===== src/mdc_pkg.sv =====
package mdc_pkg;

  // Default sizes of the delay memory and of the audio samples.
  localparam int DELAY_DEPTH_DEF = 131072;
  localparam int SAMPLE_BITS_DEF = 24;

  // Fixed field widths.
  localparam int TARGET_W = 17;
  localparam int GAIN_W   = 16;
  localparam int CHOFS_W  = 19;
  localparam int LFO_W    = 17;
  localparam int CUR_W    = 41;   // smoothed delay, Q17.24 samples
  localparam int DIFF_W   = CUR_W + 1;
  localparam int FRAC_W   = 8;    // tap positions carry 1/256 sample

  // Fixed-point constants.
  localparam int SMOOTH_COEF  = 3355;   // about 0.0002 in Q0.24
  localparam int SMOOTH_SHIFT = 24;
  localparam int BASE_SHIFT   = 16;     // Q17.24 down to 1/256 samples
  localparam int GAIN_SHIFT   = 15;
  localparam int SIXTENTHS    = 19661;  // 0.6 in Q0.15

  // Configuration port.
  localparam int CFG_IDX_W  = 3;
  localparam int CFG_DATA_W = CHOFS_W;

  localparam logic [CFG_IDX_W-1:0] REG_DELAY_TARGET  = 3'd0;
  localparam logic [CFG_IDX_W-1:0] REG_FEEDBACK_GAIN = 3'd1;
  localparam logic [CFG_IDX_W-1:0] REG_CHORUS_OFFSET = 3'd2;
  localparam logic [CFG_IDX_W-1:0] REG_MIX_GAIN      = 3'd3;
  localparam logic [CFG_IDX_W-1:0] REG_CHORUS_MODE   = 3'd4;
  localparam logic [CFG_IDX_W-1:0] REG_BYPASS        = 3'd5;

  localparam logic [TARGET_W-1:0] DELAY_TARGET_RST  = 17'd4800;
  localparam logic [CHOFS_W-1:0]  CHORUS_OFFSET_RST = 19'd36864;

  typedef struct packed {
    logic [TARGET_W-1:0] delay_target;
    logic [GAIN_W-1:0]   feedback_gain;
    logic [CHOFS_W-1:0]  chorus_offset;
    logic [GAIN_W-1:0]   mix_gain;
    logic                chorus_mode;
    logic                bypass;
  } cfg_t;

endpackage


===== src/mdc_cfg.sv =====
module mdc_cfg import mdc_pkg::*; (
  input  logic                  clk,
  input  logic                  rst,
  input  logic                  cfg_we,
  input  logic [CFG_IDX_W-1:0]  cfg_index,
  input  logic [CFG_DATA_W-1:0] cfg_data,
  output cfg_t                  cfg
);

  always_ff @(posedge clk) begin
    if (rst) begin
      cfg.delay_target  <= DELAY_TARGET_RST;
      cfg.feedback_gain <= '0;
      cfg.chorus_offset <= CHORUS_OFFSET_RST;
      cfg.mix_gain      <= '0;
      cfg.chorus_mode   <= 1'b0;
      cfg.bypass        <= 1'b1;
    end else if (cfg_we) begin
      // Indices beyond the register list are ignored.
      unique case (cfg_index)
        REG_DELAY_TARGET:  cfg.delay_target  <= cfg_data[TARGET_W-1:0];
        REG_FEEDBACK_GAIN: cfg.feedback_gain <= cfg_data[GAIN_W-1:0];
        REG_CHORUS_OFFSET: cfg.chorus_offset <= cfg_data[CHOFS_W-1:0];
        REG_MIX_GAIN:      cfg.mix_gain      <= cfg_data[GAIN_W-1:0];
        REG_CHORUS_MODE:   cfg.chorus_mode   <= cfg_data[0];
        REG_BYPASS:        cfg.bypass        <= cfg_data[0];
        default: ;
      endcase
    end
  end

endmodule


===== config.mk =====
export PLATFORM = sky130hd
export DESIGN_NAME = mdc_cfg
export DESIGN_NICKNAME = d
export VERILOG_FILES = /design/src/mdc_pkg.sv /design/src/mdc_cfg.sv
export SDC_FILE = /design/constraint.sdc
export NUM_CORES = 1
export LEC_CHECK = 0
export ABC_AREA = 1
export BUFFER_PORTS_ARGS = -buffer_cell sky130_fd_sc_hd__buf_2
export CAP_MARGIN = 20
export CORE_ASPECT_RATIO = 2
export CORE_MARGIN = 5
export CORE_UTILIZATION = 40
export DETAILED_ROUTE_END_ITERATION = 12
export PLACE_DENSITY_LB_ADDON = 0.12
export SLEW_MARGIN = 40
export SYNTH_ARGS = -nofsm -noshare
export SYNTH_HDL_FRONTEND = slang
export SYNTH_SLANG_ARGS = --single-unit

===== constraint.sdc =====
create_clock -name clk -period 1.9 [get_ports clk]
set_input_delay 0.38 -clock clk [delete_from_list [all_inputs] [get_ports clk]]
set_output_delay 0.38 -clock clk [all_outputs]
set_load 0.03 [all_outputs]

---- Yosys cells after proc, flatten, opt, wreduce, memory -nomap -nowiden ----
Cells that the tools add are included.
operators by class
  $add $sub $neg .......................... 0
  multiply operators ...................... 0
  div/mod/pow operators ................... 0
  order comparisons ....................... 0
  equal/unequal tests ..................... 5
  shift operators ......................... 0
  multiplexer cells ....................... 0
  bitwise operators ....................... 0
  reduce and logical (&&, ||, !) cells .... 7
operators with widths
  operator            number
  $reduce_and 2->1    6
  $eq 3x2->1 const B  2
  $eq 3x3->1 const B  2
  $eq 3x1->1 const B  1
  $logic_not 3->1     1
storage, ports and cells
  flip-flop bits (word level) ............. 70
  bits in latches ......................... 0
  RAM bits ................................ 0
  bits in read-only memories .............. 0
  input bits .............................. 25
  logic and storage cells ................. 18
  memories ................................ 0

---- Longest topological paths before layout ----
  depth in word-level cells ............... 2
  depth in mapped cells ................... 6

---- Worst setup path before layout ----
Ideal clock, no wire load.
  path type ............................... input-to-reg
  start point ............................. input cfg_index[1]
  end point ............................... register cfg[54] (netlist bit)
  arrival time ............................ 1023 ps
  path slack .............................. 764 ps
  stages on the path ...................... 5
  buffers on the path ..................... 1
  path through ............................ nor2_1 buf_4 nand3_1 nand2_1 nor2_1
on the way
  longest elaborated chain between the ends .. 2
RTL lines
  element                            line           RTL
  start, declared                    mdc_cfg.sv:5   input logic [CFG_IDX_W-1:0] cfg_index,
  $logic_not 3->1                    mdc_cfg.sv:20  unique case (cfg_index)
  $reduce_and 2->1 (no source line)  --
  end, declared                      mdc_cfg.sv:7   output cfg_t cfg
No other way between the ends.
A chain may end at the register's enable or synchronous reset.

---- Final worst setup path ----
  start point ............................. register cfg[35] (netlist bit)
  end point ............................... output cfg[35] (netlist bit)
No word-level cell between the ends.

==> flow_metrics.env <==
export IMPL_synth_cell_types=15
export IMPL_p_leak_nw=1.83
export IMPL_powerDensity_nw_per_um2=960
export IMPL_gp_congestion=0.831
export IMPL_synth_ff_type="dfxtp_1"
export IMPL_arrival_ps=910
export IMPL_wl_per_cell_um=14.0
export IMPL_initial_core_util_pct=41.2
export IMPL_crit_family="flip-flops"
export IMPL_cts_root_buf="clkbuf_16"
export IMPL_cts_resized=0
export IMPL_tns_ps=0
export IMPL_routed_via_density=4.77
export IMPL_ant_nets=0
export IMPL_hold_viol_final=0
export IMPL_setup_violations_final=0
export IMPL_cts_buffers=9
export IMPL_hpwl_um=6020
export IMPL_multi_input_area_sq_um=1230
export IMPL_crit_type="flip-flop to output pin"
export IMPL_placementRows=43
export IMPL_layout_drive_gt1_share_pct=24.4
export IMPL_fin_skew_ps=0
export IMPL_async_flop_share_pct=0
export IMPL_synth_top_cell_by_area="dfxtp_1"
export IMPL_synth_top_area_share_pct=49.0
export IMPL_syn_instance_count=406
export IMPL_die_y_um=130
export IMPL_crit_chain="buf_2"
export IMPL_cts_buffer_depth=2
export IMPL_largest_reg_flops=70
export IMPL_cts_hold_buf=0
export IMPL_path_buf_inv=1
export IMPL_syn_nets=431
export IMPL_routed_wl_um=8180
export IMPL_die_x_um=69.8
export IMPL_post_cts_buffers=0
export IMPL_grt_ovfl_total=0
export IMPL_post_route_period_util_pct=67.9
export IMPL_dieArea_sq_um=9050
export IMPL_crit_fanout=2
export IMPL_core_sq_um=6940
export IMPL_syn_area_per_cell_sq_um=7.05
export IMPL_crit_path_max_incr_delay_ps=370
export IMPL_tightest_slew_ps=472
export IMPL_track_usage_pct=18.5
export IMPL_top_regs="cfg x70"
export IMPL_slowest_stage="dfxtp_1"
export IMPL_synth_commonest_cells="126 x nor2_1, 82 x nand2_1, 71 x nand3_1"
export IMPL_vias=2794
export IMPL_ys_ff_latch=70
export IMPL_fmax_mhz=775
export IMPL_grt_start_max_net_pins=71
export IMPL_vdd_drop_max_mv=0.582
export IMPL_slew_violations=0
export IMPL_path_clk_slew_ps=50
export IMPL_top_register="cfg"
export IMPL_min_period_ps=1290
export IMPL_max_slew_margin_pct=68.5
export IMPL_final_net_count=519
export IMPL_grt_pass1_wl_um=13000
export IMPL_fillCellCount=745
export IMPL_synth_edf_count=0
export IMPL_htreeDepth=3
export IMPL_end_kind="output pin"
export IMPL_min_path_type="input port to flip-flop"
export IMPL_areaGrowthSynthToFinish_pct=26.5
export IMPL_n_antenna_cell=0
export IMPL_startpoint_type="flip-flop"
export IMPL_grt_pass1_vias=2651
export IMPL_portBuffers=94
export IMPL_io_pins=95
export IMPL_yosys_cell_count_top_type="nor2_1"
export IMPL_cts_num_sinks=70
export IMPL_drc=0
export IMPL_drtIter0Drc=173
export IMPL_drt_first_pass_iters=4
export IMPL_rsz0062_at_grt="no"
export IMPL_cts_tree="done"
export IMPL_antenna_found_initial=0
export IMPL_hold_slack_ps=277
export IMPL_maxCapViolations=0
export IMPL_synthTopCellsByArea="dfxtp_1 49%, nor2_1 17%, nand3_1 12%"
export IMPL_ys_seq_area_share_pct=49.0
export IMPL_cp_data_required_time_ps=1520
export IMPL_ff_latch_area_sq_um=1400
export IMPL_syn_cell_area_sq_um=2860
export IMPL_status="finished, final reports clean"
export IMPL_clkLatencyLatePin_ps=330
export IMPL_yosysWarnings=0
export IMPL_power_w=0.00347
power breakdown:
group	leakage, nW	switching (W)	internal, W
Clock	0.133	0.000565	0.000926
Combinational	1.13	0.000309	0.000125
Sequential	0.569	0.0000270	0.00152
Total	1.83	0.000901	0.00257
through the flow:
stage          util (%)  instance area, sq um  setup slack (ps)  cells
2_1_floorplan         -                  2860               764    406
3_3_place_gp       48.4                  3360               449    573
3_5_place_dp       48.4                  3360               429    573
4_1_cts            52.1                  3620               598    586
5_1_grt            52.1                  3620               593    586
6_report           52.1                  3620               609    586
tightest hold or removal path: cells and delay by family:
kind                   cells  cell delay [ps]
buffers and inverters      1               90
and+or+nand+nor            2              100
area by class of cell:
cell class              count  share of cell area [%]
flip-flops and latches     70                    38.7
clock inverters             2                   0.277
clock buffers              11                    6.98
multi-input cells         289                    34.0
inverters                  26                    2.70
repair buffers             98                    14.2
well taps                  90                    3.11
cells in the final DEF (no fill, tap or decap), drive strengths merged:
| cell | count |
|---|---|
| clkbuf | 11 |
| nand2 | 83 |
| o21ai | 1 |
| buf | 98 |
| nor2 | 133 |
| a21oi | 1 |
| nand3 | 71 |
| inv | 26 |
| dfxtp | 70 |
| clkinv | 2 |
path summary, 6_finish.rpt:
| path | from | to | slack (ps) | depth (start not counted) |
|---|---|---|---|---|
| hold / removal | cfg_data[6] | cfg[59] | 280 | 3 |
| setup reg to reg | cfg[34] | cfg[34] | 1310 | 2 |
| setup / recovery | cfg[35] | cfg[35] | 610 | 1 |
| hold reg to reg | cfg[41] | cfg[41] | 470 | 2 |
cells by family after synthesis:
family / Yosys count / synth area share (%)
simple gates: 287 / 42.7
flops: 70 / 49.0
buf+inv: 47 / 8.00
compound gates: 2 / 0.349
layer usage:
layer | up-vias | part of all wire [%] | track usage, %
li1 | 1431 | - | -
met1 | 1250 | 40 | 19.7
met2 | 97 | 50 | 32.1
met3 | 16 | 7.0 | 6.21
met4 | 0 | 2.8 | 10.0
met5 | - | 0 | 0
(Power assumes the default switching activity.)
