## src/mdc_pkg.sv

```systemverilog
package mdc_pkg;

  // Default sizes of the delay memory and of the audio samples.
  localparam int DELAY_DEPTH_DEF = 131072;
  localparam int SAMPLE_BITS_DEF = 24;

  // Fixed field widths.
  localparam int TARGET_W = 17;
  localparam int GAIN_W   = 16;
  localparam int CHOFS_W  = 19;
  localparam int LFO_W    = 17;
  localparam int CUR_W    = 41;   // smoothed delay, Q17.24 samples
  localparam int DIFF_W   = CUR_W + 1;
  localparam int FRAC_W   = 8;    // tap positions carry 1/256 sample

  // Fixed-point constants.
  localparam int SMOOTH_COEF  = 3355;   // about 0.0002 in Q0.24
  localparam int SMOOTH_SHIFT = 24;
  localparam int BASE_SHIFT   = 16;     // Q17.24 down to 1/256 samples
  localparam int GAIN_SHIFT   = 15;
  localparam int SIXTENTHS    = 19661;  // 0.6 in Q0.15

  // Configuration port.
  localparam int CFG_IDX_W  = 3;
  localparam int CFG_DATA_W = CHOFS_W;

  localparam logic [CFG_IDX_W-1:0] REG_DELAY_TARGET  = 3'd0;
  localparam logic [CFG_IDX_W-1:0] REG_FEEDBACK_GAIN = 3'd1;
  localparam logic [CFG_IDX_W-1:0] REG_CHORUS_OFFSET = 3'd2;
  localparam logic [CFG_IDX_W-1:0] REG_MIX_GAIN      = 3'd3;
  localparam logic [CFG_IDX_W-1:0] REG_CHORUS_MODE   = 3'd4;
  localparam logic [CFG_IDX_W-1:0] REG_BYPASS        = 3'd5;

  localparam logic [TARGET_W-1:0] DELAY_TARGET_RST  = 17'd4800;
  localparam logic [CHOFS_W-1:0]  CHORUS_OFFSET_RST = 19'd36864;

  typedef struct packed {
    logic [TARGET_W-1:0] delay_target;
    logic [GAIN_W-1:0]   feedback_gain;
    logic [CHOFS_W-1:0]  chorus_offset;
    logic [GAIN_W-1:0]   mix_gain;
    logic                chorus_mode;
    logic                bypass;
  } cfg_t;

endpackage

```

## src/mdc_core.sv

```systemverilog
module mdc_core import mdc_pkg::*; #(
  parameter int DELAY_DEPTH = DELAY_DEPTH_DEF,
  parameter int SAMPLE_BITS = SAMPLE_BITS_DEF,
  localparam int ADDR_W = $clog2(DELAY_DEPTH)
) (
  input  logic                          clk,
  input  logic                          rst,
  input  cfg_t                          cfg,
  input  logic                          in_valid,
  output logic                          in_stall,
  input  logic signed [SAMPLE_BITS-1:0] in_sample,
  input  logic signed [LFO_W-1:0]       lfo_offset,
  output logic                          mem_rd_en,
  output logic [ADDR_W-1:0]             mem_rd_addr,
  input  logic signed [SAMPLE_BITS-1:0] mem_rd_data,
  output logic                          mem_wr_en,
  output logic [ADDR_W-1:0]             mem_wr_addr,
  output logic signed [SAMPLE_BITS-1:0] mem_wr_data,
  output logic                          res_push,
  output logic signed [SAMPLE_BITS-1:0] res_data,
  input  logic                          res_free
);

  localparam int POS_W   = ADDR_W + FRAC_W;
  localparam int WET_W   = SAMPLE_BITS + 2;
  localparam int SUM_W   = SAMPLE_BITS + 4;
  localparam int MA_W    = (DIFF_W > SUM_W) ? DIFF_W : SUM_W;
  localparam int MB_W    = GAIN_W + 1;
  localparam int PROD_W  = MA_W + MB_W;
  localparam int STATE_W = 5;

  localparam logic [STATE_W-1:0] S_IDLE  = 5'd0;
  localparam logic [STATE_W-1:0] S_SMUL  = 5'd1;
  localparam logic [STATE_W-1:0] S_SUPD  = 5'd2;
  localparam logic [STATE_W-1:0] S_TAPS  = 5'd3;
  localparam logic [STATE_W-1:0] S_READ  = 5'd4;
  localparam logic [STATE_W-1:0] S_RLAST = 5'd5;
  localparam logic [STATE_W-1:0] S_IMUL1 = 5'd6;
  localparam logic [STATE_W-1:0] S_IADD1 = 5'd7;
  localparam logic [STATE_W-1:0] S_IMUL2 = 5'd8;
  localparam logic [STATE_W-1:0] S_IADD2 = 5'd9;
  localparam logic [STATE_W-1:0] S_WMUL  = 5'd10;
  localparam logic [STATE_W-1:0] S_WSH   = 5'd11;
  localparam logic [STATE_W-1:0] S_CMUL  = 5'd12;
  localparam logic [STATE_W-1:0] S_CSH   = 5'd13;
  localparam logic [STATE_W-1:0] S_MMUL  = 5'd14;
  localparam logic [STATE_W-1:0] S_MADD  = 5'd15;
  localparam logic [STATE_W-1:0] S_DONE  = 5'd16;

  // Read slots: first tap's a and b, then second tap's a and b.
  localparam logic [1:0] SLOT_A1 = 2'd0;
  localparam logic [1:0] SLOT_B1 = 2'd1;
  localparam logic [1:0] SLOT_A2 = 2'd2;
  localparam logic [1:0] SLOT_B2 = 2'd3;

  localparam logic signed [SUM_W-1:0] SAT_HI = {{5{1'b0}}, {(SAMPLE_BITS-1){1'b1}}};
  localparam logic signed [SUM_W-1:0] SAT_LO = {{5{1'b1}}, {(SAMPLE_BITS-1){1'b0}}};

  function automatic logic signed [SAMPLE_BITS-1:0] sat(input logic signed [SUM_W-1:0] v);
    logic signed [SAMPLE_BITS-1:0] r;
    if (v > SAT_HI) begin
      r = SAMPLE_BITS'(SAT_HI);
    end else if (v < SAT_LO) begin
      r = SAMPLE_BITS'(SAT_LO);
    end else begin
      r = SAMPLE_BITS'(v);
    end
    return r;
  endfunction

  logic [STATE_W-1:0]             state;
  logic signed [SAMPLE_BITS-1:0]  x_r;
  logic signed [LFO_W-1:0]        lfo_r;
  logic signed [DIFF_W-1:0]       diff_r;
  logic signed [PROD_W-1:0]       prod;
  logic [CUR_W-1:0]               cur;
  logic [ADDR_W-1:0]              wp;
  logic [ADDR_W:0]                fill;
  logic [ADDR_W-1:0]              tap_a_ip, tap_b_ip;
  logic [FRAC_W-1:0]              tap_a_f, tap_b_f;
  logic [1:0]                     rd_cnt;
  logic                           pend;
  logic [1:0]                     pend_slot;
  logic                           pend_ok;
  logic signed [SAMPLE_BITS-1:0]  a1, b1, a2, b2;
  logic signed [SAMPLE_BITS-1:0]  r1;
  logic signed [SAMPLE_BITS:0]    rsum;
  logic signed [WET_W-1:0]        wet;
  logic signed [SAMPLE_BITS-1:0]  res;

  logic signed [MA_W-1:0]         mul_a;
  logic signed [MB_W-1:0]         mul_b;
  logic signed [SAMPLE_BITS:0]    dab1, dab2;
  logic [POS_W-1:0]               base_p, lfo_p, ofs_p, tap_a, tap_b;
  logic [ADDR_W-1:0]              rd_ip, rd_off;
  logic                           rd_ok;
  logic [1:0]                     rd_last;
  logic                           accept;

  assign in_stall = (state != S_IDLE);
  assign accept   = in_valid && !in_stall;
  assign res_push = (state == S_DONE) && res_free;
  assign res_data = res;

  // Tap positions, taken modulo the span of the memory in 1/256 samples.
  assign base_p = POS_W'(cur >> BASE_SHIFT);
  assign lfo_p  = POS_W'(lfo_r);
  assign ofs_p  = POS_W'(cfg.chorus_offset);
  assign tap_b  = base_p + lfo_p + ofs_p;
  assign tap_a  = cfg.chorus_mode ? base_p : base_p + lfo_p;

  // An entry at offset k from the write pointer has been written if
  // 1 <= k <= fill, or for any k once every entry has been written; anything
  // else is read as zero.
  assign rd_ip       = rd_cnt[1] ? tap_b_ip : tap_a_ip;
  assign rd_off      = rd_ip + ADDR_W'(rd_cnt[0]);
  assign rd_ok       = fill[ADDR_W] || ((rd_off != '0) && ({1'b0, rd_off} <= fill));
  assign rd_last     = cfg.chorus_mode ? SLOT_B2 : SLOT_B1;
  assign mem_rd_en   = (state == S_READ);
  assign mem_rd_addr = wp + rd_off;

  assign mem_wr_en   = (state == S_MMUL);
  assign mem_wr_addr = wp;
  assign mem_wr_data = sat(SUM_W'(x_r) + SUM_W'(wet));

  assign dab1 = (SAMPLE_BITS+1)'(b1) - (SAMPLE_BITS+1)'(a1);
  assign dab2 = (SAMPLE_BITS+1)'(b2) - (SAMPLE_BITS+1)'(a2);

  // Operand selection for the one shared multiplier.
  always_comb begin
    mul_a = '0;
    mul_b = '0;
    unique case (state)
      S_SMUL: begin
        mul_a = MA_W'(diff_r);
        mul_b = MB_W'(SMOOTH_COEF);
      end
      S_IMUL1: begin
        mul_a = MA_W'(dab1);
        mul_b = MB_W'({1'b0, tap_a_f});
      end
      S_IMUL2: begin
        mul_a = MA_W'(dab2);
        mul_b = MB_W'({1'b0, tap_b_f});
      end
      S_WMUL: begin
        mul_a = cfg.chorus_mode ? MA_W'(rsum) : MA_W'(r1);
        mul_b = MB_W'({1'b0, cfg.feedback_gain});
      end
      S_CMUL: begin
        mul_a = MA_W'(wet);
        mul_b = MB_W'(SIXTENTHS);
      end
      S_MMUL: begin
        mul_a = MA_W'(wet);
        mul_b = MB_W'({1'b0, cfg.mix_gain});
      end
      default: ;
    endcase
  end

  always_ff @(posedge clk) begin
    prod <= mul_a * mul_b;
  end

  // Sequencer and the persistent delay state.
  always_ff @(posedge clk) begin
    if (rst) begin
      state  <= S_IDLE;
      cur    <= '0;
      wp     <= '0;
      fill   <= '0;
      rd_cnt <= '0;
    end else begin
      unique case (state)
        S_IDLE: begin
          if (accept) begin
            state <= cfg.bypass ? S_DONE : S_SMUL;
          end
        end
        S_SMUL: state <= S_SUPD;
        S_SUPD: begin
          cur   <= CUR_W'($signed({1'b0, cur}) + (prod >>> SMOOTH_SHIFT));
          state <= S_TAPS;
        end
        S_TAPS: state <= S_READ;
        S_READ: begin
          if (rd_cnt == rd_last) begin
            rd_cnt <= '0;
            state  <= S_RLAST;
          end else begin
            rd_cnt <= rd_cnt + 2'd1;
          end
        end
        S_RLAST: state <= S_IMUL1;
        S_IMUL1: state <= S_IADD1;
        S_IADD1: state <= cfg.chorus_mode ? S_IMUL2 : S_WMUL;
        S_IMUL2: state <= S_IADD2;
        S_IADD2: state <= S_WMUL;
        S_WMUL:  state <= S_WSH;
        S_WSH:   state <= cfg.chorus_mode ? S_CMUL : S_MMUL;
        S_CMUL:  state <= S_CSH;
        S_CSH:   state <= S_MMUL;
        S_MMUL: begin
          wp <= wp - ADDR_W'(1);
          if (fill != (ADDR_W+1)'(DELAY_DEPTH)) begin
            fill <= fill + (ADDR_W+1)'(1);
          end
          state <= S_MADD;
        end
        S_MADD: state <= S_DONE;
        S_DONE: begin
          if (res_free) begin
            state <= S_IDLE;
          end
        end
        default: state <= S_IDLE;
      endcase
    end
  end

  always_ff @(posedge clk) begin
    if (rst) begin
      pend <= 1'b0;
    end else begin
      pend <= (state == S_READ);
    end
  end

  // Datapath registers.
  always_ff @(posedge clk) begin
    pend_slot <= rd_cnt;
    pend_ok   <= rd_ok;
    if (pend) begin
      unique case (pend_slot)
        SLOT_A1: a1 <= pend_ok ? mem_rd_data : '0;
        SLOT_B1: b1 <= pend_ok ? mem_rd_data : '0;
        SLOT_A2: a2 <= pend_ok ? mem_rd_data : '0;
        SLOT_B2: b2 <= pend_ok ? mem_rd_data : '0;
        default: ;
      endcase
    end
    unique case (state)
      S_IDLE: begin
        if (accept) begin
          x_r    <= in_sample;
          lfo_r  <= lfo_offset;
          diff_r <= $signed({1'b0, cfg.delay_target, {SMOOTH_SHIFT{1'b0}}})
                    - $signed({1'b0, cur});
          res    <= in_sample;
        end
      end
      S_TAPS: begin
        tap_a_ip <= tap_a[POS_W-1:FRAC_W];
        tap_a_f  <= tap_a[FRAC_W-1:0];
        tap_b_ip <= tap_b[POS_W-1:FRAC_W];
        tap_b_f  <= tap_b[FRAC_W-1:0];
      end
      S_IADD1: r1 <= SAMPLE_BITS'(a1 + (prod >>> FRAC_W));
      S_IADD2: rsum <= (SAMPLE_BITS+1)'(r1) + (SAMPLE_BITS+1)'(a2 + (prod >>> FRAC_W));
      S_WSH:   wet <= WET_W'(prod >>> GAIN_SHIFT);
      S_CSH:   wet <= WET_W'(prod >>> GAIN_SHIFT);
      S_MADD:  res <= sat(SUM_W'(x_r) + SUM_W'(prod >>> GAIN_SHIFT));
      default: ;
    endcase
  end

endmodule

```

## config.mk

```make
export PLATFORM = sky130hd
export DESIGN_NAME = mdc_core
export DESIGN_NICKNAME = d
export VERILOG_FILES = /design/src/mdc_pkg.sv /design/src/mdc_core.sv
export SDC_FILE = /design/constraint.sdc
export NUM_CORES = 2
export LEC_CHECK = 0
export ABC_AREA = 1
export BUFFER_PORTS_ARGS = -buffer_cell sky130_fd_sc_hd__clkbuf_2
export CAP_MARGIN = 10
export CORE_ASPECT_RATIO = 1.5
export CORE_MARGIN = 3
export CORE_UTILIZATION = 35
export CTS_BUF_LIST = sky130_fd_sc_hd__clkbuf_2 sky130_fd_sc_hd__clkbuf_4 sky130_fd_sc_hd__clkbuf_8
export DETAILED_ROUTE_END_ITERATION = 16
export PLACE_DENSITY = 0.51
export SETUP_SLACK_MARGIN = 0.02
export SLEW_MARGIN = 10
export SYNTH_ARGS = -nofsm -noshare
export SYNTH_HDL_FRONTEND = slang
export SYNTH_SLANG_ARGS = --single-unit
```

## constraint.sdc

```tcl
create_clock -name clk -period 9.45 [get_ports clk]
set_clock_uncertainty 0.2 [all_clocks]
set_input_delay 1.89 -clock clk [delete_from_list [all_inputs] [get_ports clk]]
set_output_delay 1.89 -clock clk [all_outputs]
set_load 0.05 [all_outputs]
```

== Yosys cells after proc, flatten, opt, wreduce, memory -nomap -nowiden ==
Index checks and enable logic that the tools add are counted.
W data, S select, Z words.
Word-level totals
  bits in registers: 474
  bits of input ports: 139
  output and inout port bits: 86
  logic and storage cells: 111
Operators by class
  add/subtract/negate cells: 16
  multipliers: 1
  order comparisons: 5
  eq/ne operators: 24
  multiplexer cells: 21
  reduce and logical (&&, ||, !) cells: 20
Operator list (count)
  $pmux W42 S5: 1
  $mux W24: 6
  $pmux W16 S6: 1
  $pmux W5 S17: 1
  $mul A42 B17 Y59: 1
  $add A24 B25 Y25: 2
  $sub A24 B24 Y25: 2
  $pmux W24 S2: 1
  $mux W42: 1
  $sub A41 B41 Y42: 1
  $add A41 B35 Y41: 1
  $eq A5 B4 Y1 const B: 8
  $add A24 B28 Y28: 1
  $gt A28 B24 Y1 const B: 1
  $lt A28 B24 Y1 const B: 1
  $add A24 B26 Y27: 1
  $gt A27 B24 Y1 const B: 1
  $lt A27 B24 Y1 const B: 1
  $add A25 B19 Y25: 1
  $add A25 B25 Y25: 1
  $mux W25: 1
  $add A24 B24 Y24: 1
  $eq A5 B3 Y1 const B: 4
  $mux W5: 4
  28 further kinds: 43

== Depth between registers and ports, before layout ==
  depth in word-level cells: 5
  depth in mapped cells: 40
  gate-level depth less buffers: 38

== Worst setup path before layout ==
Ideal clock, no wire load.
  path type: input -> register
  start: in cfg[1] (netlist name)
  end: reg prod[48]
  data arrival time: 8.060 ns
  slack: 1.118 ns
  stages on the path: 29
  buffers on the path: 4
  cell sequence: clkbuf_1 > inv_1 > clkbuf_1 > clkbuf_1 > o211ai_1 > nand4_1 > buf_2 > nand2_1 > fa_1 > inv_1 > fa_1 > fa_1 > fa_1 > fa_1 > inv_1 > fa_1 > inv_1 > ha_1 > nand2_1 > nor2_1 > inv_1 > nor2_1 > nand4_1 > o21ai_0 > nand2_1 > nand2_1 > nand2_1 > nand2_1 > xor2_1
Between the ends
  longest elaborated chain between the ends: 3
Ends and longest elaborated chain
  start: declaration: RTL line mdc_core.sv:8  | input cfg_t cfg,
  $mux W42: RTL line mdc_core.sv:147  | mul_a = cfg.chorus_mode ? MA_W'(rsum) : MA_W'(r1);
  $pmux W42 S5: RTL line mdc_core.sv:133  | unique case (state)
  $mul A42 B17 Y59: RTL line mdc_core.sv:163  | prod <= mul_a * mul_b;
  end signal: assignment: RTL line mdc_core.sv:163
  end: declaration: RTL line mdc_core.sv:75  | logic signed [PROD_W-1:0] prod;
Every way passes these cells.
A chain may end at the register's enable or synchronous reset.

== Final worst setup path ==
  start: in cfg[1] (netlist name)
  end: reg prod[57]
Same word-level chain as after synthesis.

==> key figures <==
Status
  • Status: complete, no violations

Clock tree
  • Clk_lat worst skew: 0.83 ns
  • Clock Pin Slew Worst Setup and Hold Paths: 0.07 ns
  • Clk root buf: clkbuf_8
  • CTS sink count: between 400 and 500
  • Cts hold-fix bufs: 0
  • Max Buffers Root-to-Sink: 3
  • Htree depth: 3
  • CTS tree: done
  • Num CTS Buffers: 90
  • Post-CTS Setup Bufs: 0
  • Post-CTS Resized: 0

Worst setup path
  • Worst EP arrival: 9.60 ns
  • CP startpoint kind: primary input
  • Crit end category: flip-flop
  • CP max FO: 9
  • CP max stage delay: about 0.80 ns
  • Worst Setup Path Type: primary input to flip-flop
  • Slowest CP cell: a21oi_1
  • Crit path from: cfg[1]
  • Reg-to-Reg Start: a2[0]
  • Critical path required time: around 10 ns

Place
  • Worst slack, placed: -0.419 ns
  • Post-DP HPWL: a little over 200 mm
  • Placed cell area: 0.0631 mm²
  • Placed cells: 10000
  • IO Port Bufs: 224
  • Placer's final routability congestion estimate: 0.990

GRT
  • Global route overflow: 0
  • Largest net degree at the start of global routing: 61
  • Antenna violations before repair: 6
  • Vias in the first global route: 53400
  • First-pass GRT wire length: 348 mm
  • Total GRT Usage: 27.5%

Synthesis
  • Post-Syn Area: 0.0581 mm²
  • Synth Area per Inst: 7.69 µm²
  • Ys flop type: edfxtp_1
  • EDFF count, synth: 328
  • Netlist cell types: 65
  • Mapped Nets: 8776
  • Synthesized flop and latch total: 466
  • Yosys warnings: 0
  • FFs w/ async S/R, synth: 0%
  • Post-Syn Instances: 7555
  • Seq/Total Area, Yosys: 21.7%

Die
  • Die H: about 500 µm
  • Rows: around 180
  • Die area: 0.171 mm²
  • Initial Utilization: 35.3%
  • Die Wd: 339 µm
  • I/O pin cnt: 225
  • Core Box Area: 0.164 mm²

Layout
  • Storage cell area: 0.0126 mm²
  • Layout area overhead: 12.3%
  • Multi-input gate area: between 0.03 and 0.04 mm²
  • Fill count: 17400
  • Nets: approximately 9000
  • Share of cells above drive strength 1: 8.64%
  • Fin area: 0.0652 mm²
  • Non-filler instance count after layout: between 10000 and 15000

Flow run
  • Max Cap Violations: 0

Route
  • Pre-Repair DR Iteration Count: 6
  • Antenna-violating nets left: 0
  • Post-Route WL: 238 mm
  • Via count: ~52000
  • DRC errors left: 0
  • DR WL/cell: 23.3 µm
  • Post-DR vias/cell: 5.07
  • DR iter-0 viols: around 3800

Timing
  • Hold WS: 0.281 ns
  • Slew Limit Fails: 0
  • Final hold vios: 0
  • Worst-margin pin slew: 1.17 ns
  • Final Cycle Share: 96.2%
  • Final setup violation count: 0
  • Max-slew headroom: between 20% and 30%
  • Max Fclk: 110 MHz
  • Crit path time final: 9.09 ns
  • Unrepaired setup endpoints after global routing: no
  • Setup ws final: 0.363 ns

Pwr
  • LEAKAGE: 0.0328 µW
  • Cell area power density: 138 mW/mm²
  • Total Power: 8990 µW
  • VDD IR-drop max: ~0.090 mV

Hold path
  • Min-Delay Path Class: flip-flop to flip-flop
  • Hold_sp: rd_cnt[0]
-- through the flow --
stage,TNS (ns),utilization [%]
CTS,0,39.7
floorplan,0,-
global placement,-9.23,38.4
detailed placement,-6.20,38.4
finish,0,39.7
global route,0,39.7
-- cell type report --
cell class / count / share of cell area (%)
Multi-Input combinational cell: 5327 / 59.5
Sequential cell: 466 / 19.3
Inverter: 1598 / 9.20
Timing Repair Buffer: 448 / 4.49
Tap cell: 2208 / 4.24
Clock buffer: 112 / 2.22
Clock inverter: 56 / 1.02
Antenna cell: 3 / 0.0115
-- cell families (layout without fill, tap and decap cells) --
group	count (synthesis)	after routing	synth area share [%]
AO/OA/AOI/OAI	1044	1044	10.1
XOR/XNOR	263	263	3.97
adder cells (fa/ha/maj)	1082	1082	31.8
buffers and inverters	1762	2214	11.7
flip-flops	466	466	21.7
multiplexers	2	2	0.0345
other	0	3	0
AND/OR/NAND/NOR	2936	2936	20.6
-- power breakdown --
group	switching [µW]	total, µW	internal (µW)	leakage (µW)
logic	2620	3710	1080	0.0275
registers	259	2780	2520	0.00416
clock network	1090	2500	1410	0.00108
-- metal layers --
| layer | vias up | global-route usage, % | wire, µm |
|---|---|---|---|
| met5 | - | 0 | 24 |
| met1 | 25400 | 31.2 | 89900 |
| met2 | 1542 | 49.4 | 120000 |
| met4 | 4 | 16.7 | 17000 |
| met3 | 445 | 3.30 | 11400 |
| li1 | 24400 | - | - |
-- final timing paths --
kind                  end  slack [ns]  cells after the start
max reg2reg      prod[38]        0.66                     34
min          pend_slot[0]        0.28                      0
max              prod[57]        0.36                     30
min reg2reg  pend_slot[0]        0.28                      0
-- critical path, delay by kind of cell --
| kind | cells | cell delay, ns |
|---|---|---|
| fa+ha+maj | 7 | 3.19 |
| compound gates | 5 | 1.97 |
| buf+inv | 8 | 1.17 |
| simple gates | 9 | 1.01 |
| mux | 1 | 0.35 |
-- cell usage after synthesis (78+ instances only) --
master	instances	area share, %
xnor2_1	78	1.2
o21ai_0	299	2.6
edfxtp_1	328	17
ha_1	421	9.1
inv_1	1583	10
nor2_1	655	4.2
xor2_1	185	2.8
nand3_1	236	2.0
dfxtp_1	138	4.8
fa_1	661	23
nand2_1	1789	12
nand4_1	81	0.87
a21oi_1	496	4.3
-- cell usage in the layout (no fill, tap or decap), drive strengths merged, types with 8 or more instances in the layout --
master / n
nand3b: 12
xnor2: 78
o21ai: 314
a31oi: 29
nand3: 241
o211ai: 19
clkinv: 33
o21a: 15
o31ai: 8
a221oi: 26
nor4: 24
or2: 21
dfxtp: 138
nor2: 667
a21o: 32
bufinv: 14
nand4: 82
xor2: 185
clkbuf: 335
nand2: 1794
a21oi: 496
a21boi: 25
ha: 421
fa: 661
inv: 1601
edfxtp: 328
buf: 225
o21bai: 50
nor3: 82
-- state kept, by name (all words and copies together), names as in the netlist, 18 cells and up --
| register | flops |
|---|---|
| diff_r | 42 |
| rsum | 25 |
| wet | 26 |
| x_r | 24 |
| res_data | 24 |
| a2 | 24 |
| b2 | 24 |
| a1 | 24 |
| fill | 18 |
| b1 | 24 |
| cur | 41 |
| r1 | 24 |
| prod | 51 |
Note: power is estimated with default switching activity, not from simulation.
