`config.mk`:
```
export PLATFORM = sky130hd
export DESIGN_NAME = mdc_out_reg
export DESIGN_NICKNAME = d
export VERILOG_FILES = /design/src/mdc_pkg.sv /design/src/mdc_out_reg.sv
export SDC_FILE = /design/constraint.sdc
export NUM_CORES = 1
export LEC_CHECK = 0
export BUFFER_PORTS_ARGS = -buffer_cell sky130_fd_sc_hd__buf_2
export CELL_PAD_IN_SITES_DETAIL_PLACEMENT = 1
export CELL_PAD_IN_SITES_GLOBAL_PLACEMENT = 1
export CORE_AREA = 8 8 57 59
export CTS_BUF_LIST = sky130_fd_sc_hd__clkbuf_8
export CTS_CLUSTER_DIAMETER = 50
export CTS_CLUSTER_SIZE = 8
export DETAILED_ROUTE_END_ITERATION = 6
export DIE_AREA = 0 0 65 67
export MAX_ROUTING_LAYER = met4
export PLACE_DENSITY_LB_ADDON = 0.1
export SLEW_MARGIN = 20
export SYNTH_ARGS = -nofsm -noshare
export SYNTH_HDL_FRONTEND = slang
export SYNTH_SLANG_ARGS = --single-unit
```
`constraint.sdc`:
```
create_clock -name clk -period 1.5 [get_ports clk]
set_input_delay 0.15 -clock clk [delete_from_list [all_inputs] [get_ports clk]]
set_output_delay 0.15 -clock clk [all_outputs]
set_load 0.01 [all_outputs]
```
`src/mdc_pkg.sv`:
```
package mdc_pkg;

  // Default sizes of the delay memory and of the audio samples.
  localparam int DELAY_DEPTH_DEF = 131072;
  localparam int SAMPLE_BITS_DEF = 24;

  // Fixed field widths.
  localparam int TARGET_W = 17;
  localparam int GAIN_W   = 16;
  localparam int CHOFS_W  = 19;
  localparam int LFO_W    = 17;
  localparam int CUR_W    = 41;   // smoothed delay, Q17.24 samples
  localparam int DIFF_W   = CUR_W + 1;
  localparam int FRAC_W   = 8;    // tap positions carry 1/256 sample

  // Fixed-point constants.
  localparam int SMOOTH_COEF  = 3355;   // about 0.0002 in Q0.24
  localparam int SMOOTH_SHIFT = 24;
  localparam int BASE_SHIFT   = 16;     // Q17.24 down to 1/256 samples
  localparam int GAIN_SHIFT   = 15;
  localparam int SIXTENTHS    = 19661;  // 0.6 in Q0.15

  // Configuration port.
  localparam int CFG_IDX_W  = 3;
  localparam int CFG_DATA_W = CHOFS_W;

  localparam logic [CFG_IDX_W-1:0] REG_DELAY_TARGET  = 3'd0;
  localparam logic [CFG_IDX_W-1:0] REG_FEEDBACK_GAIN = 3'd1;
  localparam logic [CFG_IDX_W-1:0] REG_CHORUS_OFFSET = 3'd2;
  localparam logic [CFG_IDX_W-1:0] REG_MIX_GAIN      = 3'd3;
  localparam logic [CFG_IDX_W-1:0] REG_CHORUS_MODE   = 3'd4;
  localparam logic [CFG_IDX_W-1:0] REG_BYPASS        = 3'd5;

  localparam logic [TARGET_W-1:0] DELAY_TARGET_RST  = 17'd4800;
  localparam logic [CHOFS_W-1:0]  CHORUS_OFFSET_RST = 19'd36864;

  typedef struct packed {
    logic [TARGET_W-1:0] delay_target;
    logic [GAIN_W-1:0]   feedback_gain;
    logic [CHOFS_W-1:0]  chorus_offset;
    logic [GAIN_W-1:0]   mix_gain;
    logic                chorus_mode;
    logic                bypass;
  } cfg_t;

endpackage

```
`src/mdc_out_reg.sv`:
```
module mdc_out_reg import mdc_pkg::*; #(
  parameter int SAMPLE_BITS = SAMPLE_BITS_DEF
) (
  input  logic                          clk,
  input  logic                          rst,
  input  logic                          push,
  input  logic signed [SAMPLE_BITS-1:0] push_data,
  output logic                          free,
  output logic                          out_valid,
  input  logic                          out_stall,
  output logic signed [SAMPLE_BITS-1:0] out_sample
);

  // The register can take a new result when empty or when its beat leaves now.
  assign free = !out_valid || !out_stall;

  always_ff @(posedge clk) begin
    if (rst) begin
      out_valid <= 1'b0;
    end else if (push) begin
      out_valid <= 1'b1;
    end else if (!out_stall) begin
      out_valid <= 1'b0;
    end
  end

  always_ff @(posedge clk) begin
    if (push) begin
      out_sample <= push_data;
    end
  end

endmodule

```
# == After elaboration in Yosys (flattened, before gate mapping) ==
# Cells that the tools add are included.
# op_classes
n_reduce_logical,3
n_eq_ne,1
muxes,2
# op_table
op,count
1-bit logical NOT,2
1-bit 2-to-1 mux,2
"2-bit inequality test, second input constant",1
1-bit logical OR,1
# word_totals
in_bits,28
wordCells,8
output_inout_bits,26
register_bits,25

# == Longest topological paths before layout ==
# Gate-level depths: netlist of the first run.
# depth
word_depth,2
mapped_depth,2
mapped_depth_nobuf,2

# == Worst setup path after synthesis of the first run ==
# Ideal clock, no wire load.
# synth_timing
path_kind,register to output
from,register out_valid
to,output port free
path_stages_with_launch,2
arrival_ps,477
required_time_ps,1350
n_path_buf,0
slack_ps,873
path_cell_list,dfxtp_1 -> nand2_1
# synth_via
elab_chain_len,2
# synth_lines
element,line_no,source
"start, declared",mdc_out_reg.sv:9,"output logic out_valid,"
"start signal, assigned",mdc_out_reg.sv:19,out_valid <= 1'b0;
"start signal, assigned",mdc_out_reg.sv:21,out_valid <= 1'b1;
"start signal, assigned",mdc_out_reg.sv:23,out_valid <= 1'b0;
1-bit logical NOT,mdc_out_reg.sv:15,assign free = !out_valid || !out_stall;
1-bit logical OR,mdc_out_reg.sv:15,
"end, declared",mdc_out_reg.sv:8,"output logic free,"
# Every way passes these cells.

# == Worst setup path after layout of the first run ==
# Same ends and word-level chain as after synthesis.

==> flow_metrics.py, run 1 <==
metrics = {
    "cts": {
        "cts-buffers-inserted": 3,
        "clkTransAtPathRegs_ns": 0.08,
        "cts_hold_buf": 0,
        "cts_resized": 0,
        "cts.sinks": 25,
        "cts_root_buf": "clkbuf_8",
        "cts_buffer_depth": 2,
        "htree_levels": 1,
        "clk_latency_ns": 0.26,
        "cts_setup_buffers": 0,
        "tritoncts": "built",
    },
    "synthesis": {
        "yosysTopAreaCell": "edfxtp_1",
        "synth-edff-count": 24,
        "synth_commonest_cells": "24 x edfxtp_1, 1 x a21oi_1, 1 x dfxtp_1, 1 x nand2_1, 1 x nor2_1",
        "synth_top_area_share_pct": 95.7,
        "synth.net_count": 56,
        "ys_seq_elements": 25,
        "avgSynthCellArea_um2": 26.9,
        "ys_seq_area_share_pct": 98.3,
        "synth_most_common_cell": "edfxtp_1",
        "synth_warnings": 0,
        "netlist-cell-type-count": 5,
        "synth_area_leaders": "edfxtp_1 96%, dfxtp_1 2.7%, a21oi_1 0.66%, nand2_1 0.50%, nor2_1 0.50%",
        "synth.cell_area_um2": 753,
        "netlist_instances": 28,
        "async_flop_share_pct": 0,
        "synth-main-ff-cell": "edfxtp_1",
    },
    "worst_setup_path": {
        "cp-end-kind": "output port",
        "path_class": "reg2out",
        "rr_worst_depth": 2,
        "r2r-start": "out_valid$_SDFFE_PP0P_",
        "max_stage_delay_ns": 0.36,
        "cp_max_fo": 3,
        "crit_arrival_ns": 0.81,
        "cp_cell_sequence": "nand2_1 -> buf_2",
        "r2r_end": "out_valid$_SDFFE_PP0P_",
        "cp.required_ns": 1.35,
        "r2r_slack_ns": 0.90,
        "cp-start-kind": "register",
        "cp_slowest_cell": "dfxtp_1",
    },
    "grt": {
        "antenna_found_initial": 0,
        "overflow": 0,
        "grt_max_degree": 26,
        "grt_pass1_vias": 503,
        "grtUsageTotal_pct": 7.95,
        "grt_pass1_wl_um": 2570,
    },
    "sta": {
        "clock.fmax_ghz": 1.05,
        "hold_viol": 0,
        "period_share_pct": 63.7,
        "worst_pin_slew_ns": 0.537,
        "skew_ns": 0,
        "fin_ws_ns": 0.545,
        "hold_slack_ns": 0.0323,
        "setup_tns_ns": 0,
        "rsz0062_at_grt": "false",
        "slew_viol_final": 0,
        "period_minus_slack_ns": 0.955,
        "maxSlewHeadroom_pct": 64.2,
        "finalSetupViolations": 0,
    },
    "pwr": {
        "p_leak_nw": 0.483,
        "intPower_mw": 1.07,
        "ir_drop_v": 0.000749,
        "clock_power_share_pct": 27.9,
        "power_frac_comb_pct": 9.8,
        "cellPowerDensity_mw_per_mm2": 1220,
        "p_seq_share_pct": 62.3,
        "switchingPower_mw": 0.276,
        "netSwitchingFraction_pct": 20.5,
    },
    "floorplan": {
        "start_util_pct": 31.9,
        "core_mm2": 0.00236,
        "io_pins": 54,
        "dieArea_mm2": 0.00436,
        "rows": 18,
        "die_w_um": 65,
        "die_y_um": 67,
    },
    "drt": {
        "dr.pass1.iters": 3,
        "vias_per_cell": 3.97,
        "detail_route.wl_per_cell_um": 14.5,
        "routed-via-count": 456,
        "drtIter0Drc": 2,
        "post-route-drc-count": 0,
        "wirelength_um": 1670,
        "ant_nets": 0,
    },
    "placed_design": {
        "dpl-instance-area_mm2": 0.00106,
        "pre_cts_ws_ns": 0.527,
        "dp_cells": 111,
        "numPortBuffers": 53,
        "place.gp.congestion": 0.631,
    },
    "cells_and_area": {
        "area_growth_pct": 46.2,
        "num_antenna_cells": 0,
        "fin_cells": 115,
        "layout.nets": 114,
        "drive_above_1_share_pct": 65.9,
        "finalInstanceArea_mm2": 0.00110,
    },
    "worst_hold_path": {
        "holdPathEnd": "out_valid$_SDFFE_PP0P_",
        "hold_path.class": "in2reg",
        "min_from": "rst",
        "worstHoldPathCells": 2,
    },
    "run": {
        "cap_violations": 0,
    },
    "run_status": {
        "status": "finished, final reports clean",
    },
}
power groups by stage:
stage | logic (mW) | registers (mW) | clock network [mW]
2_1_floorplan | 0.00270 | 0.886 | 0
3_3_place_gp | 0.134 | 0.852 | 0
3_5_place_dp | 0.136 | 0.854 | 0
4_1_cts | 0.136 | 0.838 | 0.386
5_1_grt | 0.145 | 0.843 | 0.421
6_report | 0.131 | 0.837 | 0.375
how the worst max path moves through the flow:
stage                          endpoint                    start
2_1_floorplan                      free   out_valid$_SDFFE_PP0P_
3_3_place_gp   out_sample[14]$_DFFE_PP_                     push
3_5_place_dp    out_sample[5]$_DFFE_PP_                     push
4_1_cts                   out_sample[9]  out_sample[9]$_DFFE_PP_
5_1_grt                            free   out_valid$_SDFFE_PP0P_
6_report                           free   out_valid$_SDFFE_PP0P_
metal layers:
layer	part of all wire [%]	up-vias	routed length, µm	track usage [%]
met1	39	197	653	8.01
met5	0	-	0	-
met4	0.96	0	16	3.27
li1	-	224	-	-
met2	50	33	829	13.3
met3	10	2	172	3.52
layout by cell type (no fill, tap or decap):
cell / Yosys / routed
a21oi_1: 1 / 1
buf_2: 0 / 53
clkbuf_8: 0 / 3
dfxtp_1: 1 / 1
edfxtp_1: 24 / 24
inv_1: 0 / 1
nand2_1: 1 / 1
nor2_1: 1 / 1
flip-flops by register name, summed over array words and instances, names as in the netlist:
signal	count
out_sample	24
out_valid	1
final cells by class:
class,count,area [µm²]
fill,253,1260
sequential,25,741
clock buffer,3,41.3
clock inverter,1,3.75
tap,30,37.5
multi-input combinational,3,12.5
timing repair buffer,53,265
logic make-up (layout without fill, tap and decap cells):
kind of cell | after synthesis | count (layout) | share of synthesized area, %
and+or+nand+nor | 2 | 2 | 0.996
buffers and inverters | 0 | 57 | 0
AOI/OAI and AO/OA | 1 | 1 | 0.664
DFF | 25 | 25 | 98.3
worst max-delay path: cells and delay by family, from the launching register on:
family | cells | cell delay, ns
DFF | 1 | 0.36
buffers and inverters | 1 | 0.13
and+or+nand+nor | 1 | 0.05
through the flow:
step / utilization [%] / power [mW]
finish: 46.6 / 1.34
global route: 46.6 / 1.41
CTS: 46.6 / 1.36
detailed placement: 44.7 / 0.989
global placement: 44.7 / 0.986
floorplan: - / 0.888
No activity file was read; power rests on OpenSTA's default activity.
==> run 2, diff against run 1 <==
--- a/config.mk
+++ b/config.mk
@@ -8,12 +8,12 @@
 export BUFFER_PORTS_ARGS = -buffer_cell sky130_fd_sc_hd__buf_2
 export CELL_PAD_IN_SITES_DETAIL_PLACEMENT = 1
 export CELL_PAD_IN_SITES_GLOBAL_PLACEMENT = 1
-export CORE_AREA = 8 8 57 59
+export CORE_AREA = 8 8 58 60
 export CTS_BUF_LIST = sky130_fd_sc_hd__clkbuf_8
 export CTS_CLUSTER_DIAMETER = 50
 export CTS_CLUSTER_SIZE = 8
 export DETAILED_ROUTE_END_ITERATION = 6
-export DIE_AREA = 0 0 65 67
+export DIE_AREA = 0 0 66 68
 export MAX_ROUTING_LAYER = met4
 export PLACE_DENSITY_LB_ADDON = 0.1
 export SLEW_MARGIN = 20
==> constraint.sdc (replaced) <==
create_clock -name clk -period 0.9 [get_ports clk]
set_input_delay 0.09 -clock clk [delete_from_list [all_inputs] [get_ports clk]]
set_output_delay 0.09 -clock clk [all_outputs]
set_load 0.01 [all_outputs]
==> flow_metrics.py, run 2 (synthesized netlist as in run 1, its figures left out) <==
metrics = {
    "floorplan": {
        "rows": 19,
        "dieArea_mm2": 0.00449,
        "start_util_pct": 29.3,
        "die_y_um": 68,
        "io_pins": 54,
        "core_mm2": 0.00257,
        "die_w_um": 66,
    },
    "grt": {
        "grt_max_degree": 26,
        "overflow": 0,
        "antenna_found_initial": 0,
        "grtUsageTotal_pct": 8.66,
        "grt_pass1_vias": 591,
        "grt_pass1_wl_um": 2770,
    },
    "cells_and_area": {
        "final_cell_mix": "53 x buf_2, 24 x edfxtp_1, 21 x dlygate4sd3_1",
        "finalInstanceArea_mm2": 0.00133,
        "mostFrequentLayoutCell": "buf_2",
        "num_antenna_cells": 0,
        "area_growth_pct": 77.1,
        "max_flop_register": "out_sample",
        "drive_above_1_share_pct": 54.2,
        "layout.nets": 136,
        "largest_reg_flops": 24,
        "top_regs": "out_sample x24, out_valid x1",
        "n_fill_cell": 265,
    },
    "drt": {
        "detail_route.wl_per_cell_um": 14.3,
        "wirelength_um": 1980,
        "drtIter0Drc": 1,
        "routed-via-count": 536,
        "ant_nets": 0,
        "post-route-drc-count": 0,
        "vias_per_cell": 3.88,
        "dr.pass1.iters": 2,
    },
    "cts": {
        "htree_levels": 1,
        "clkTransAtPathRegs_ns": 0.08,
        "cts_root_buf": "clkbuf_8",
        "tritoncts": "built",
        "cts_setup_buffers": 0,
        "cts-buffers-inserted": 3,
        "cts_buffer_depth": 2,
        "clk_latency_ns": 0.26,
        "cts.sinks": 25,
    },
    "sta": {
        "clock.fmax_ghz": 1.13,
        "maxSlewHeadroom_pct": 91.1,
        "slew_viol_final": 0,
        "worst_pin_slew_ns": 0.133,
        "hold_viol": 0,
        "skew_ns": 0,
        "period_share_pct": 98.2,
        "finalSetupViolations": 0,
        "period_minus_slack_ns": 0.883,
        "hold_slack_ns": 0.00892,
        "rsz0062_at_grt": "true",
    },
    "worst_setup_path": {
        "cp_slowest_cell": "edfxtp_1",
        "critPathBufInv": 1,
        "crit_family": "flip-flops",
        "cp.required_ns": 0.81,
        "cp_cell_sequence": "buf_2",
        "cp_max_fo": 1,
        "cp-start-kind": "register",
        "max_stage_delay_ns": 0.38,
        "cp-end-kind": "output port",
        "path_class": "reg2out",
        "crit_arrival_ns": 0.79,
        "r2r_slack_ns": 0.31,
    },
    "pwr": {
        "p_leak_nw": 0.580,
        "cellPowerDensity_mw_per_mm2": 1740,
        "ir_drop_v": 0.00114,
    },
    "run_status": {
        "status": "finished, final reports clean",
    },
    "placed_design": {
        "numPortBuffers": 53,
        "place.gp.congestion": 0.654,
        "dpl-instance-area_mm2": 0.00108,
    },
    "run": {
        "cap_violations": 0,
    },
    "worst_hold_path": {
        "hold_path.class": "in2reg",
    },
}
-- run 2: changes by cell type in the layout (fill, tap and decap cells not counted), sizes merged --
cell         change
buf              +1
dlygate4sd3     +21
-- run 2: timing repair --
item,in CTS,in global routing
resized for setup,0,1
setup endpoints to repair,1,11
hold endpoints to repair,18,3
hold buffers,18,3
cloned,0,0
-- run 2: layer usage --
metal	up-vias	GRT usage, %	share of wire (%)
met5	-	-	0
met4	0	3.20	0
met2	27	17.4	59
met3	0	2.62	8.7
met1	241	7.23	33
li1	268	-	-
-- run 2: final cells by class --
| class | count | area [µm²] | share of cell area, % |
|---|---|---|---|
| Multi-Input combinational cell | 3 | 12.5 | 0.938 |
| Timing Repair Buffer | 75 | 495 | 37.1 |
| Clock inverter | 1 | 3.75 | 0.281 |
| Tap cell | 31 | 38.8 | 2.91 |
| Clock buffer | 3 | 41.3 | 3.10 |
| Sequential cell | 25 | 742 | 55.6 |
-- run 2: worst paths after layout --
path                            startpoint  cells past startpoint                       to
setup reg to reg    out_valid$_SDFFE_PP0P_                      2   out_valid$_SDFFE_PP0P_
setup / recovery  out_sample[15]$_DFFE_PP_                      1           out_sample[15]
hold / removal                push_data[7]                      1  out_sample[7]$_DFFE_PP_
hold reg to reg     out_valid$_SDFFE_PP0P_                      2   out_valid$_SDFFE_PP0P_
-- run 2: metrics by stage --
stage	power (mW)	worst slack, ns	instances	setup TNS (ns)	utilization [%]
floorplan	1.48	0.299	28	0	-
global placement	1.65	0.226	113	0	42.0
detailed placement	1.66	0.221	113	0	42.0
CTS	2.34	-0.00120	135	-0.00120	50.7
global route	2.42	-0.0249	138	-0.120	51.9
finish	2.32	0.0165	138	0	51.9
-- run 2: report_power, final --
| part | internal (mW) | switching [mW] |
|---|---|---|
| Combinational | 0.169 | 0.131 |
| Clock | 0.304 | 0.317 |
| Sequential | 1.37 | 0.0219 |
==> run 3, diff against run 2 <==
--- a/config.mk
+++ b/config.mk
@@ -16,6 +16,7 @@
 export DIE_AREA = 0 0 66 68
 export MAX_ROUTING_LAYER = met4
 export PLACE_DENSITY_LB_ADDON = 0.1
+export SETUP_SLACK_MARGIN = 0.05
 export SLEW_MARGIN = 20
 export SYNTH_ARGS = -nofsm -noshare
 export SYNTH_HDL_FRONTEND = slang
==> flow_metrics.py, run 3 (synthesized netlist as in run 1, its figures left out) <==
metrics = {
    "cts": {
        "cts-buffers-inserted": 3,
        "cts_root_buf": "clkbuf_8",
        "cts_setup_buffers": 0,
        "cts.sinks": 25,
        "clk_latency_ns": 0.26,
        "cts_buffer_depth": 2,
        "clkTransAtPathRegs_ns": 0.08,
        "tritoncts": "built",
        "htree_levels": 1,
    },
    "worst_setup_path": {
        "cp_max_fo": 1,
        "max_stage_delay_ns": 0.38,
        "cp_cell_sequence": "buf_2",
        "cp-end-kind": "output port",
        "cp-start-kind": "register",
        "crit_arrival_ns": 0.79,
        "critPathBufInv": 1,
        "cp_slowest_cell": "edfxtp_1",
        "path_class": "reg2out",
        "crit_family": "flip-flops",
        "cp.required_ns": 0.81,
        "r2r_slack_ns": 0.31,
    },
    "sta": {
        "slew_viol_final": 0,
        "period_minus_slack_ns": 0.883,
        "rsz0062_at_grt": "true",
        "setup_tns_ns": 0,
        "finalSetupViolations": 0,
        "maxSlewHeadroom_pct": 91.1,
        "period_share_pct": 98.2,
        "skew_ns": 0,
        "worst_pin_slew_ns": 0.133,
        "hold_viol": 0,
        "clock.fmax_ghz": 1.13,
    },
    "drt": {
        "routed-via-count": 536,
        "ant_nets": 0,
        "dr.pass1.iters": 2,
        "vias_per_cell": 3.88,
        "detail_route.wl_per_cell_um": 14.3,
        "drtIter0Drc": 1,
        "post-route-drc-count": 0,
        "wirelength_um": 1970,
    },
    "placed_design": {
        "numPortBuffers": 53,
        "dp_cells": 113,
        "place.gp.congestion": 0.654,
        "dpl-instance-area_mm2": 0.00108,
    },
    "cells_and_area": {
        "mostFrequentLayoutCell": "buf_2",
        "top_regs": "out_sample x24, out_valid x1",
        "area_growth_pct": 78.7,
        "finalInstanceArea_mm2": 0.00135,
        "fin_cells": 138,
        "final_cell_mix": "51 x buf_2, 24 x edfxtp_1, 21 x dlygate4sd3_1",
        "final_core_utilization_pct": 52.4,
        "num_antenna_cells": 0,
        "layout.nets": 136,
        "largest_reg_flops": 24,
        "n_fill_cell": 264,
        "max_flop_register": "out_sample",
        "drive_above_1_share_pct": 54.2,
    },
    "pwr": {
        "p_leak_nw": 0.585,
        "finalPower_mw": 2.33,
        "cellPowerDensity_mw_per_mm2": 1730,
        "ir_drop_v": 0.00114,
    },
    "grt": {
        "overflow": 0,
        "grt_pass1_vias": 591,
        "grt_pass1_wl_um": 2770,
        "grtUsageTotal_pct": 8.66,
        "grt_max_degree": 26,
        "antenna_found_initial": 0,
    },
    "run": {
        "cap_violations": 0,
    },
    "run_status": {
        "status": "finished, final reports clean",
    },
    "floorplan": {
        "io_pins": 54,
        "rows": 19,
        "die_y_um": 68,
        "start_util_pct": 29.3,
        "core_mm2": 0.00257,
        "die_w_um": 66,
        "dieArea_mm2": 0.00449,
    },
    "worst_hold_path": {
        "hold_path.class": "in2reg",
    },
}
run 3: changes by cell type in the layout (fill, tap and decap cells not counted):
cell	previous run	this run
buf_6	0	2
buf_2	53	51
run 3: what timing repair did:
action / in CTS / in global routing
gates resized for setup: 1 / 2
endpoints found under the setup margin: 25 / 25
hold endpoints to repair: 18 / 3
hold buffers: 18 / 3
pin swaps: 0 / 0
run 3: final cells by class:
type                       count  area, µm²  share of cell area, %
multi-input combinational      3       12.5                  0.929
tap                           31       38.8                   2.88
clock buffer                   3       41.3                   3.07
timing repair buffer          75        508                   37.7
clock inverter                 1       3.75                  0.279
sequential                    25        742                   55.1
run 3: worst paths after layout:
check	start	to	depth (start not counted)
max	out_sample[15]$_DFFE_PP_	out_sample[15]	1
min reg2reg	out_valid$_SDFFE_PP0P_	out_valid$_SDFFE_PP0P_	2
max reg2reg	out_valid$_SDFFE_PP0P_	out_valid$_SDFFE_PP0P_	2
min	push_data[7]	out_sample[7]$_DFFE_PP_	1
run 3: power breakdown:
part | switching, mW | internal (mW) | total [mW] | leakage (nW)
registers | 0.0236 | 1.37 | 1.40 | 0.243
logic | 0.131 | 0.176 | 0.307 | 0.314
clock network | 0.317 | 0.304 | 0.621 | 0.0269
run 3: metal layers:
layer	GRT usage (%)	share of wire (%)	vias up
met5	-	0	-
met4	3.20	0	0
met3	2.62	9.1	0
met2	17.4	59	27
met1	7.22	32	241
li1	-	-	268
run 3: per-stage QoR:
stage	worst slack [ns]	hold WS (ns)
final	0.0165	0.00892
after global routing	-0.0249	0.00137
after CTS	-0.00120	0.000657
after detailed placement	0.221	0.251
after global placement	0.226	0.247
after floorplan	0.299	0.162
